File: src/design/assert_macros.svh
// assertion macros shared by the allocator rtl
// no dependencies; included by files that hold concurrent assertions
`ifndef ASSERT_MACROS_SVH
`define ASSERT_MACROS_SVH

// same-cycle implication, disabled during reset
`define ASSERT_IMPL(label, clk, rst_n, ante, cons, msg) \
    label: assert property (@(posedge clk) disable iff (!rst_n) (ante) |-> (cons)) \
        else $error(msg);

// next-cycle implication, disabled during reset
`define ASSERT_NEXT(label, clk, rst_n, ante, cons, msg) \
    label: assert property (@(posedge clk) disable iff (!rst_n) (ante) |=> (cons)) \
        else $error(msg);

`endif

File: src/design/fcba_pkg.sv
// shared types, codes and widths of the fat chain block allocator
// no dependencies; imported by fcba_ctrl, fcba_dp and the top level
package fcba_pkg;

    localparam int LINK_W    = 12;
    localparam int BLK_W     = 11;
    localparam int CFG_AW    = 1;
    localparam int S_TDATA_W = 16;
    localparam int S_TUSER_W = 2;
    localparam int M_TDATA_W = 24;
    localparam int M_TUSER_W = 2;

    localparam logic [LINK_W-1:0] RESV_MARK    = 12'hFFF;
    localparam logic [LINK_W-1:0] RESERVED_RST = 12'd44;
    localparam logic [LINK_W-1:0] TOTAL_RST    = 12'd2048;

    // configuration register indexes
    localparam logic [CFG_AW-1:0] CFG_RESERVED = 1'b0;
    localparam logic [CFG_AW-1:0] CFG_TOTAL    = 1'b1;

    typedef enum logic [1:0] {
        FUNC_FORMAT = 2'd0,
        FUNC_ALLOC  = 2'd1,
        FUNC_NEXT   = 2'd2,
        FUNC_TAIL   = 2'd3
    } func_t;

    typedef enum logic [1:0] {
        STAT_OK      = 2'd0,
        STAT_NO_FREE = 2'd1,
        STAT_BAD     = 2'd2
    } status_t;

    typedef enum logic [2:0] {
        SRC_ZERO,
        SRC_RDATA,
        SRC_CUR,
        SRC_NXT,
        SRC_HEAD
    } res_src_t;

    // controller to datapath
    typedef struct packed {
        logic     latch_in;
        logic     sweep_clear;
        logic     sweep_format;
        logic     fmt_finish;
        logic     rd_head;
        logic     pop_commit;
        logic     rd_blk;
        logic     link_blk;
        logic     walk_init;
        logic     rd_nxt;
        logic     walk_adv;
        logic     set_result;
        res_src_t res_src;
        status_t  res_status;
        logic     load_out;
    } cmd_t;

    // datapath to controller
    typedef struct packed {
        logic count_zero;
        logic blk_bad;
        logic rd_resv;
        logic rd_zero;
        logic nxt_zero;
        logic nxt_bad;
        logic sweep_last;
        logic steps_last;
        logic out_free;
    } dp_stat_t;

endpackage

File: src/design/fcba_ctrl.sv
// operation sequencer of the fat chain block allocator
// depends on fcba_pkg; drives the datapath through cmd_t
module fcba_ctrl import fcba_pkg::*; (
    input  logic     aclk,
    input  logic     aresetn,
    input  logic     s_tvalid,
    output logic     s_tready,
    input  func_t    in_func,
    input  dp_stat_t dp_stat,
    output cmd_t     cmd
);

    typedef enum logic [3:0] {
        ST_CLEAR,
        ST_IDLE,
        ST_FORMAT,
        ST_POP_RD,
        ST_POP_WR,
        ST_CHK_RD,
        ST_CHK_EVAL,
        ST_WALK,
        ST_WALK_EVAL,
        ST_RESULT
    } state_t;

    state_t state_reg, state_next;
    func_t  func_reg, func_next;

    always_ff @(posedge aclk) begin
        if (!aresetn) begin
            state_reg <= ST_CLEAR;
            func_reg  <= FUNC_FORMAT;
        end else begin
            state_reg <= state_next;
            func_reg  <= func_next;
        end
    end

    assign s_tready = (state_reg == ST_IDLE);

    always_comb begin
        state_next = state_reg;
        func_next  = func_reg;
        cmd        = '0;
        cmd.res_src    = SRC_ZERO;
        cmd.res_status = STAT_OK;
        unique case (state_reg)
            ST_CLEAR: begin
                cmd.sweep_clear = 1'b1;
                if (dp_stat.sweep_last) begin
                    state_next = ST_IDLE;
                end
            end
            ST_IDLE: begin
                if (s_tvalid) begin
                    cmd.latch_in = 1'b1;
                    func_next    = in_func;
                    unique case (in_func)
                        FUNC_FORMAT: state_next = ST_FORMAT;
                        FUNC_ALLOC:  state_next = ST_POP_RD;
                        default:     state_next = ST_CHK_RD;
                    endcase
                end
            end
            ST_FORMAT: begin
                cmd.sweep_format = 1'b1;
                if (dp_stat.sweep_last) begin
                    cmd.fmt_finish = 1'b1;
                    cmd.set_result = 1'b1;
                    state_next     = ST_RESULT;
                end
            end
            ST_POP_RD: begin
                if (dp_stat.count_zero) begin
                    cmd.set_result = 1'b1;
                    cmd.res_status = STAT_NO_FREE;
                    state_next     = ST_RESULT;
                end else begin
                    cmd.rd_head = 1'b1;
                    state_next  = ST_POP_WR;
                end
            end
            ST_POP_WR: begin
                cmd.pop_commit = 1'b1;
                cmd.set_result = 1'b1;
                cmd.res_src    = SRC_HEAD;
                state_next     = ST_RESULT;
            end
            ST_CHK_RD: begin
                if (dp_stat.blk_bad) begin
                    cmd.set_result = 1'b1;
                    cmd.res_status = STAT_BAD;
                    state_next     = ST_RESULT;
                end else begin
                    cmd.rd_blk = 1'b1;
                    state_next = ST_CHK_EVAL;
                end
            end
            ST_CHK_EVAL: begin
                if (dp_stat.rd_resv) begin
                    cmd.set_result = 1'b1;
                    cmd.res_status = STAT_BAD;
                    state_next     = ST_RESULT;
                end else if (func_reg == FUNC_NEXT) begin
                    if (!dp_stat.rd_zero) begin
                        cmd.set_result = 1'b1;
                        cmd.res_src    = SRC_RDATA;
                        state_next     = ST_RESULT;
                    end else if (dp_stat.count_zero) begin
                        cmd.set_result = 1'b1;
                        cmd.res_status = STAT_NO_FREE;
                        state_next     = ST_RESULT;
                    end else begin
                        cmd.link_blk = 1'b1;
                        state_next   = ST_POP_RD;
                    end
                end else begin
                    cmd.walk_init = 1'b1;
                    state_next    = ST_WALK;
                end
            end
            ST_WALK: begin
                if (dp_stat.nxt_zero) begin
                    cmd.set_result = 1'b1;
                    cmd.res_src    = SRC_CUR;
                    state_next     = ST_RESULT;
                end else if (dp_stat.nxt_bad) begin
                    cmd.set_result = 1'b1;
                    cmd.res_status = STAT_BAD;
                    state_next     = ST_RESULT;
                end else begin
                    cmd.rd_nxt = 1'b1;
                    state_next = ST_WALK_EVAL;
                end
            end
            ST_WALK_EVAL: begin
                if (dp_stat.rd_resv) begin
                    cmd.set_result = 1'b1;
                    cmd.res_status = STAT_BAD;
                    state_next     = ST_RESULT;
                end else begin
                    cmd.walk_adv = 1'b1;
                    if (dp_stat.steps_last) begin
                        cmd.set_result = 1'b1;
                        cmd.res_src    = SRC_NXT;
                        state_next     = ST_RESULT;
                    end else begin
                        state_next = ST_WALK;
                    end
                end
            end
            ST_RESULT: begin
                if (dp_stat.out_free) begin
                    cmd.load_out = 1'b1;
                    state_next   = ST_IDLE;
                end
            end
            default: begin
                state_next = ST_IDLE;
            end
        endcase
    end

endmodule

File: config.mk
export PLATFORM = sky130hd
export DESIGN_NAME = fcba_ctrl
export DESIGN_NICKNAME = d
export VERILOG_FILES = /design/src/design/assert_macros.svh /design/src/design/fcba_pkg.sv /design/src/design/fcba_ctrl.sv
export SDC_FILE = /design/constraint.sdc
export NUM_CORES = 1
export LEC_CHECK = 0
export CAP_MARGIN = 20
export CORE_AREA = 2 2 39 41
export CTS_CLUSTER_DIAMETER = 100
export DETAILED_ROUTE_END_ITERATION = 6
export DIE_AREA = 0 0 41 43
export DONT_BUFFER_PORTS = 1
export PLACE_DENSITY = 0.69
export SLEW_MARGIN = 20
export SYNTH_ARGS = -nofsm -noshare
export SYNTH_HDL_FRONTEND = slang
export SYNTH_SLANG_ARGS = --single-unit
File: constraint.sdc
create_clock -name aclk -period 1.85 [get_ports aclk]
set_clock_uncertainty 0.05 [all_clocks]
set_input_delay 0.185 -clock aclk [delete_from_list [all_inputs] [get_ports aclk]]
set_output_delay 0.185 -clock aclk [all_outputs]
set_load 0.02 [all_outputs]
# Word level (Yosys, flattened, before mapping)
# Index checks and enable logic that the tools add are counted.
# Widths: inputs -> output; s select.
# word_totals
wordCells,82
register_bits,6
output_inout_bits,19
inputBits,14
# op_classes
mux,61
reduce_logical,4
n_eq_ne,15
# op_table
cell,count
$mux 4,14
$pmux 4 s10,1
$mux 1,29
$mux 2,10
$eq 4x3->1 const B,4
$pmux 3 s4,1
$pmux 2 s5,1
$eq 4x2->1 const B,2
$eq 4x4->1 const B,2
$ne 2x2->1 const B,4
$pmux 1 s7,1
$mux 3,2
$mux 6,1
$pmux 3 s2,1
$eq 4x1->1 const B,1
$logic_not 4->1,1
$reduce_and 4->1,1
$eq 2x1->1 const B,1
$eq 2x2->1 const B,1
$logic_not 2->1,1
$reduce_and 2->1,1

# Longest topological paths before layout
# Gate-level depths: netlist of the first run.
# logic_depth
ltp_word,5
ltp_mapped,6
mapped_depth_nobuf,4

# Worst setup path after synthesis of the first run
# OpenSTA, ideal clock, no wires.
# synth_timing
path_kind,register to output
from,register state_reg[1]
to,output cmd[3] (netlist bit)
setup_slack_ps,100
arrival_ps,1515
path_stages_with_launch,6
n_path_buf,1
cell_sequence,dfxtp_1 > buf_6 > or3b_4 > nor3_2 > nand2_1 > o21ai_0
# synth_lines
element,line_no,source
from (decl),fcba_ctrl.sv:26,"state_t state_reg, state_next;"
from (signal assigned),fcba_ctrl.sv:34,state_reg <= state_next;
to (decl),fcba_ctrl.sv:10,output cmd_t cmd

==> metrics.yaml, run 1 <==
outcome:
  outcome: "finished clean"
timing:
  finalSetupViolations: 0
  timing.final.crit_share: 0.970
  rsz_0062_raised_after_global_routing: "true"
  finalWorstSetupSlack_ns: 0.0555
  fmaxAchievable_mhz: 557
  timing.max_slew.rel_slack: 0.738
  report.final.hold_viol_count: 0
  timing.final.max_slew_violations: 0
  max_slew.worst_pin.slew_ns: 0.383
  period_needed_ns: 1.79
drt:
  per_cell_via_count_in_the_routed_design: 6.34
  drt_drc_violations_left: 0
  route.detailed.wl_per_inst_um: 15.3
  ant_nets: 0
  drt_initial_violations: 33
  route.vias.total: 939
  detailedRoute.firstPassIterationCount: 4
  route.final.wire_length_um: 2270
setup_path:
  crit_arrival_ns: 1.56
  crit_family: "compound AO/OA/AOI/OAI gates"
  startpoint_to_endpoint_class_of_the_critical_path: "flip-flop to output pin"
  crit_slowest_cell: "dfxtp_4"
  critical_path_required_ns: 1.62
  worst_path_cell_chain: "buf_4 -> nand2b_1 -> o22a_1 -> o32a_1 -> o211ai_1 -> buf_4"
  largest_driver_fanout_on_the_critical_path: 10
  cpPeakStageDelay_ns: 0.39
  setup.worst_path.end_class: "output pin"
  timing.reg2reg.setup_slack_ns: 0.18
  startpoint_type: "flip-flop"
  path_common_cell: "buf_4"
  cp_num_buf_inv: 2
logic_synthesis:
  ys_top_cells_by_area: "dfxtp_1 (16%), nor2_1 (5.6%), nand2_1 (5.1%)"
  post_synthesis_cells: 106
  mapped_nets: 120
  synth_area_leader_cell: "dfxtp_1"
  yosys_reg_bits: 6
  synthTopCellsByCount: "nor2_1 (11), nand2_1 (10), nor3_1 (7)"
  postSynth.topFlopCell: "dfxtp_1"
  syn_area_per_cell_um2: 7.01
  netlist-cell-type-count: 42
  number_of_enable_flip_flop_cells_after_synthesis: 0
  yosysSeqAreaShare: 0.162
  synth_top_cell_area_share: 0.162
  mappedNetlistArea_um2: 743
  async_reset_ff_frac: 0
  synthMostInstantiatedCell: "nor2_1"
  ys_warn_count: 0
clocking:
  cts_sinks: 6
  clkLatencyLatePin_ns: 0.24
  root_buffer: "clkbuf_4"
  cts_inserted_buffers: 3
  htreeDepth: 1
  clk_transition_reported_paths_ns: 0.04
  tritoncts: "done"
  clk_path_buf_depth: 2
global_route:
  vias_in_the_first_global_route: 755
  grt_max_degree: 17
  aggregate_global_route_resource_usage: 0.253
  antenna_found_initial: 0
  overflow: 0
  grt_first_pass_wirelength_um: 3060
layout:
  finish.net_count: 148
  syn_to_final_growth_pct: 34.5
  antenna_cells: 0
  post_route_cells_drive_above_1_share: 0.402
  largest_register_ff_count: 4
placed_design:
  place_worst_setup_slack_ns: 0.117
  place.detailed.hpwl_um: 1620
  place_congestion: 0.922
  port_buffers: 0
die:
  placeableCoreArea_um2: 1380
  ioPinCount: 33
  start_util: 0.537
  rows: 14
  die_height_um: 43
  dieArea_um2: 1760
  die_x_extent_um: 41
flow_run:
  drv.max_cap_violation_count: 0
power:
  p_per_area_nw_per_um2: 360
  leakage_nw: 0.407
  worst_ir_drop_vdd_mv: 0.340
  total_power_w: 0.000360
worst_hold_path:
  timing.hold.worst.class: "primary input to flip-flop"
logic make-up (layout without fill, tap and decap cells):
kind of cell,after synthesis,in the layout,share of synthesized area
AOI/OAI and AO/OA,32,32,0.300
buffers and inverters,12,38,0.0859
DFF,6,6,0.162
and+or+nand+nor,56,56,0.453
timing repair:
action | in CTS | in global routing
setup buffers | 0 | 8
hold endpoints to repair | 0 | 1
hold buffers | 0 | 1
endpoints found under the setup margin | 5 | 5
pin swaps | 0 | 1
gates resized for setup | 5 | 7
cells in the final DEF (no fill, tap or decap), types with 2 or more instances in the layout:
cell	Yosys	routed
nand3_1	4	4
nor3_2	2	2
or3b_2	2	2
inv_1	5	5
dfxtp_1	6	2
nand2_1	10	10
nand2b_1	6	6
clkbuf_4	0	3
a21oi_1	6	6
o211ai_1	2	2
a31oi_1	2	2
o21ai_1	2	2
o21ai_0	5	5
dfxtp_4	0	4
nor3_1	7	6
o21bai_1	2	2
nor2_1	11	11
a21boi_0	2	2
nor4_2	2	2
buf_4	0	29
where the power goes:
group | internal [W] | total (W) | switching (W)
logic | 0.0000466 | 0.000101 | 0.0000548
registers | 0.000131 | 0.000142 | 0.0000109
clock network | 0.0000731 | 0.000116 | 0.0000433
area by class of cell:
class / count / area (um^2)
multi-input cells: 88 / 576
fillers: 125 / 384
repair buffers: 30 / 228
flip-flops and latches: 6 / 135
clock buffers: 3 / 22.5
well taps: 16 / 20.0
inverters: 5 / 18.8
per-stage QoR:
stage | util | cell area, um^2 | instances | setup TNS (ns) | hold WS, ns
6_report | 0.722 | 1000 | 148 | 0 | 0.0265
4_1_cts | 0.655 | 906 | 139 | 0 | 0.00400
2_1_floorplan | - | 743 | 106 | 0 | 0.251
5_1_grt | 0.722 | 1000 | 148 | -0.0337 | 0.0349
3_5_place_dp | 0.633 | 876 | 136 | 0 | 0.268
3_3_place_gp | 0.633 | 876 | 136 | 0 | 0.263
metal layers:
layer,vias up,global-route usage,wire [um]
met5,-,0,0
met4,0,0.120,36
met3,5,0.0419,183
met2,63,0.397,1190
met1,429,0.317,861
li1,442,-,-
path summary, 6_finish.rpt:
check	depth (start not counted)	endpoint	startpoint
min	2	state_reg[3]	aresetn
max reg2reg	5	state_reg[0]	state_reg[1]
max	6	cmd[6]	state_reg[3]
min reg2reg	2	func_reg[0]	func_reg[0]
No activity file was read; power rests on OpenSTA's default activity.
==> run 2: changes to the inputs <==
--- a/config.mk
+++ b/config.mk
@@ -7,11 +7,9 @@
 export LEC_CHECK = 0
 export CAP_MARGIN = 20
-export CORE_AREA = 2 2 39 41
+export CORE_UTILIZATION = 39
 export CTS_CLUSTER_DIAMETER = 100
 export DETAILED_ROUTE_END_ITERATION = 6
-export DIE_AREA = 0 0 41 43
 export DONT_BUFFER_PORTS = 1
-export PLACE_DENSITY = 0.69
-export SLEW_MARGIN = 20
+export PLACE_DENSITY = 0.51
 export SYNTH_ARGS = -nofsm -noshare
 export SYNTH_HDL_FRONTEND = slang
==> constraint.sdc (replaced) <==
create_clock -name aclk -period 1.85 [get_ports aclk]
set_clock_uncertainty 0.05 [all_clocks]
set_input_delay 0.37 -clock aclk [delete_from_list [all_inputs] [get_ports aclk]]
set_output_delay 0.37 -clock aclk [all_outputs]
set_load 0.02 [all_outputs]
==> metrics.yaml, run 2 (synthesis results as in run 1) <==
setup_path:
  setup.worst_path.end_class: "output pin"
  cpPeakStageDelay_ns: 0.43
  worst_path_cell_chain: "or3b_4 -> nor3_4 -> nand2_2 -> o21ai_1 -> buf_4"
  startpoint_type: "flip-flop"
  cp-endpoint: "cmd[4]"
  largest_driver_fanout_on_the_critical_path: 5
  logic_depth_of_the_worst_path_buffers_included: 5
  startpoint_to_endpoint_class_of_the_critical_path: "flip-flop to output pin"
  rr_startpoint: "state_reg[0]"
  timing.rr.end: "state_reg[0]"
  critical_path_required_ns: 1.43
  crit_arrival_ns: 1.52
  timing.reg2reg.setup_slack_ns: 0.04
  worst_setup_path_startpoint: "state_reg[2]"
  r2r_cells: 6
  cp_num_buf_inv: 1
  crit_slowest_cell: "or3b_4"
  crit_family: "simple AND/OR/NAND/NOR gates"
drt:
  per_cell_via_count_in_the_routed_design: 5.85
  drt_initial_violations: 27
  ant_nets: 0
  drt_drc_violations_left: 0
  detailedRoute.firstPassIterationCount: 4
  route.detailed.wl_per_inst_um: 15.9
  route.final.wire_length_um: 2670
  route.vias.total: 983
clocking:
  clk_path_buf_depth: 2
  cts_inserted_buffers: 3
  root_buffer: "clkbuf_4"
  htreeDepth: 1
  cts_sinks: 6
  tritoncts: "done"
  clkLatencyLatePin_ns: 0.26
  clk_transition_reported_paths_ns: 0.06
  cts-hold-fix-buffers: 0
placed_design:
  numPlacedInstances: 154
  place.detailed.hpwl_um: 1860
  place_worst_setup_slack_ns: 0.0407
  port_buffers: 0
  place_congestion: 0.879
global_route:
  overflow: 0
  vias_in_the_first_global_route: 887
  aggregate_global_route_resource_usage: 0.258
  grt_max_degree: 11
  antenna_found_initial: 0
  grt_first_pass_wirelength_um: 3810
die:
  die_height_um: 45.7
  dieArea_um2: 2080
  placeableCoreArea_um2: 1760
  die_x_extent_um: 45.7
  rows: 15
  ioPinCount: 33
  start_util: 0.421
layout:
  layout_common_cells: "buf_4 (37), nand2_1 (9), nor2_1 (9), a21oi_1 (6), nand2b_1 (5)"
  syn_to_final_growth_pct: 60.1
  instances_no_fill: 168
  finish.utilization: 0.674
  filler_cell_count: 162
  finish.net_count: 159
  largest_register_ff_count: 4
  antenna_cells: 0
  final_common_cell: "buf_4"
  post_route_cells_drive_above_1_share: 0.531
outcome:
  failed_checks: "setup timing"
  outcome: "complete, but fails checks"
power:
  leakage_nw: 0.482
  p_per_area_nw_per_um2: 342
  worst_ir_drop_vdd_mv: 0.444
timing:
  max_slew.worst_pin.slew_ns: 0.387
  period_needed_ns: 1.94
  report.final.hold_viol_count: 0
  timing.max_slew.rel_slack: 0.736
  timing.final.crit_share: 1.05
  finalSetupViolations: 6
  fmaxAchievable_mhz: 517
  timing.final.max_slew_violations: 0
  finalWorstSetupSlack_ns: -0.0857
  rsz_0062_raised_after_global_routing: "true"
worst_hold_path:
  timing.hold.worst.class: "primary input to flip-flop"
flow_run:
  drv.max_cap_violation_count: 0
run 2: cell types whose count changed in the layout (fill, tap and decap cells not counted), moves of 2 or more:
| cell | previous run | this run |
|---|---|---|
| buf_4 | 29 | 37 |
| buf_6 | 0 | 4 |
| nor2_1 | 11 | 9 |
| nor2_2 | 0 | 2 |
| nor3_1 | 6 | 4 |
| nor3_4 | 1 | 3 |
run 2: report_power, final:
group          internal, W  switching, W
logic            0.0000668     0.0000741
clock network    0.0000739     0.0000555
registers         0.000131    0.00000554
total             0.000272      0.000135
run 2: layer usage:
metal,wire length [um],GRT usage,up-vias,part of all wire
li1,-,-,467,-
met1,1110,0.304,468,0.42
met2,1340,0.411,42,0.50
met3,186,0.111,6,0.070
met4,31,0.0970,0,0.012
met5,0,0,-,0
run 2: per-stage QoR:
| stage | total power [W] | instance area (um^2) | hold WS (ns) | TNS (ns) |
|---|---|---|---|---|
| finish | 0.000407 | 1190 | 0.175 | -0.303 |
| global route | 0.000424 | 1190 | 0.180 | -0.802 |
| CTS | 0.000389 | 1100 | 0.174 | -0.272 |
| detailed placement | 0.000255 | 961 | 0.416 | 0 |
| global placement | 0.000254 | 961 | 0.401 | 0 |
| floorplan | 0.000219 | 751 | 0.389 | 0 |
run 2: worst min-delay path by stage:
| stage | end | slack [ns] | from | cells past startpoint |
|---|---|---|---|---|
| final | state_reg[2] | 0.18 | aresetn | 2 |
| after global routing | state_reg[2] | 0.18 | aresetn | 2 |
| after CTS | state_reg[2] | 0.17 | aresetn | 2 |
| after detailed placement | func_reg[1] | 0.42 | func_reg[1] | 2 |
| after global placement | func_reg[1] | 0.40 | func_reg[1] | 2 |
| after floorplan | func_reg[1] | 0.39 | func_reg[1] | 2 |
run 2: final cells by class:
class / count / area [um^2] / area share
clock buffer: 3 / 22.5 / 0.0189
inverter: 5 / 18.8 / 0.0158
multi-input combinational: 88 / 659 / 0.554
sequential: 6 / 135 / 0.114
tap: 25 / 31.3 / 0.0263
timing repair buffer: 41 / 323 / 0.271
run 2: worst reg2reg max path, delay by kind of cell (launching register included):
kind                   cells  cell delay, ns
AND/OR/NAND/NOR            1            0.53
AO/OA/AOI/OAI              3            0.46
flip-flops                 1            0.35
buffers and inverters      2            0.30
run 2: timing repair:
action                     4_1_cts  5_1_grt
pin swaps                        5        6
hold endpoints to repair         0        0
setup endpoints to repair       14       16
cloned                           0        0
resized for setup               18       17
buffers inserted                 9        2
==> run 3: changes to the inputs <==
CORE_MARGIN = 1   (was default)
CORE_UTILIZATION = 35   (was 39)
PLACE_DENSITY = 0.47   (was 0.51)
==> metrics.yaml, run 3 (synthesis results as in run 1) <==
power:
  worst_ir_drop_vdd_mv: 0.293
  p_per_area_nw_per_um2: 348
  total_power_w: 0.000387
  leakage_nw: 0.451
timing:
  period_needed_ns: 1.92
  worst_hold_slack_across_all_endpoints_ns: 0.193
  timing.final.max_slew_violations: 0
  timing.max_slew.rel_slack: 0.761
  fmaxAchievable_mhz: 521
  finalSetupViolations: 4
  max_slew.worst_pin.slew_ns: 0.349
  rsz_0062_raised_after_global_routing: "true"
  report.final.hold_viol_count: 0
  finalWorstSetupSlack_ns: -0.0699
  timing.final.crit_share: 1.04
global_route:
  grt_first_pass_wirelength_um: 3300
  overflow: 0
  aggregate_global_route_resource_usage: 0.211
  antenna_found_initial: 0
  vias_in_the_first_global_route: 780
  grt_max_degree: 11
layout:
  instances_no_fill: 163
  filler_cell_count: 184
  largest_register_ff_count: 4
  syn_to_final_growth_pct: 49.8
  layout_common_cells: "buf_4 (31), nand2_1 (10), nor2_1 (8), a21oi_1 (6), nor3_1 (6)"
  finish.net_count: 152
  finish.utilization: 0.562
  multi_input_comb_area_um2: 637
  antenna_cells: 0
  post_route_cells_drive_above_1_share: 0.471
  ff_latch_area_um2: 135
  final_common_cell: "buf_4"
clocking:
  clkLatencyLatePin_ns: 0.25
  root_buffer: "clkbuf_4"
  htreeDepth: 1
  cts-hold-fix-buffers: 0
  clk_transition_reported_paths_ns: 0.05
  tritoncts: "done"
  cts_inserted_buffers: 3
  cts_sinks: 6
  clk_path_buf_depth: 2
drt:
  drt_initial_violations: 20
  route.detailed.wl_per_inst_um: 14.2
  route.final.wire_length_um: 2320
  drt_drc_violations_left: 0
  detailedRoute.firstPassIterationCount: 4
  route.vias.total: 899
  ant_nets: 0
  per_cell_via_count_in_the_routed_design: 5.52
die:
  dieArea_um2: 2310
  start_util: 0.375
  rows: 16
  die_x_extent_um: 48.1
  ioPinCount: 33
  placeableCoreArea_um2: 1980
  die_height_um: 48.1
flow_run:
  drv.max_cap_violation_count: 0
setup_path:
  startpoint_to_endpoint_class_of_the_critical_path: "flip-flop to output pin"
  worst_path_cell_chain: "buf_6 -> nand2_4 -> o32a_1 -> o211ai_1 -> buf_4"
  largest_driver_fanout_on_the_critical_path: 7
  crit_arrival_ns: 1.50
  crit_slowest_cell: "dfxtp_4"
  cpPeakStageDelay_ns: 0.37
  r2r_cells: 5
  startpoint_type: "flip-flop"
  setup.worst_path.end_class: "output pin"
  critical_path_required_ns: 1.43
outcome:
  failed_checks: "setup timing"
  outcome: "complete, but fails checks"
worst_hold_path:
  timing.hold.worst.class: "primary input to flip-flop"
  hold_depth: 2
placed_design:
  port_buffers: 0
  place_congestion: 0.899
  numPlacedInstances: 155
  place.detailed.hpwl_um: 1690
==> run 3: changes by cell type in the layout (fill, tap and decap cells not counted), moves of 2 or more <==
| cell | change |
|---|---|
| nor3_2 | -2 |
| nand2_2 | -2 |
| nor3_1 | +2 |
| buf_4 | -6 |
==> run 3: layout make-up <==
type,count,share of cell area
Multi-Input combinational cell,88,0.572
Timing Repair Buffer,34,0.239
Sequential cell,6,0.121
Tap cell,27,0.0303
Clock buffer,3,0.0202
Inverter,5,0.0169
==> run 3: timing repair <==
| item | 4_1_cts | 5_1_grt |
|---|---|---|
| gates resized for setup | 15 | 16 |
| setup endpoints to repair | 15 | 10 |
| setup buffers | 3 | 2 |
| pin swaps | 3 | 8 |
| hold endpoints to repair | 0 | 0 |
==> run 3: worst paths after layout <==
| kind | end | slack [ns] | startpoint |
|---|---|---|---|
| setup reg to reg | state_reg[0] | 0.21 | state_reg[0] |
| hold reg to reg | func_reg[1] | 0.42 | func_reg[1] |
| hold / removal | state_reg[0] | 0.19 | aresetn |
| setup / recovery | cmd[6] | -0.07 | state_reg[1] |
==> run 3: layer usage <==
layer | GRT usage | vias to the layer above | wire length [um]
met4 | 0.0889 | 0 | 28
met3 | 0.0415 | 4 | 144
met5 | 0 | - | 0
met1 | 0.254 | 408 | 997
li1 | - | 453 | -
met2 | 0.362 | 34 | 1150
==> run 3: where the power goes <==
group / internal, W / switching, W / total (W)
registers: 0.000131 / 0.00000657 / 0.000138
logic: 0.0000582 / 0.0000678 / 0.000126
clock network: 0.0000736 / 0.0000503 / 0.000124
total: 0.000263 / 0.000125 / 0.000387
==> run 3: worst max-delay path: cells and delay by family, from the launching register on <==
family,cells,cell delay [ns]
AO/OA/AOI/OAI,2,0.51
buffers and inverters,2,0.29
flip-flops,1,0.37
AND/OR/NAND/NOR,1,0.09
==> run 3: through the flow <==
stage,TNS [ns],instance area (um^2),setup slack [ns]
floorplan,0,751,0.00241
global placement,0,956,0.108
detailed placement,0,956,0.0946
CTS,-0.212,1040,-0.0666
global route,-0.704,1110,-0.167
finish,-0.260,1110,-0.0699
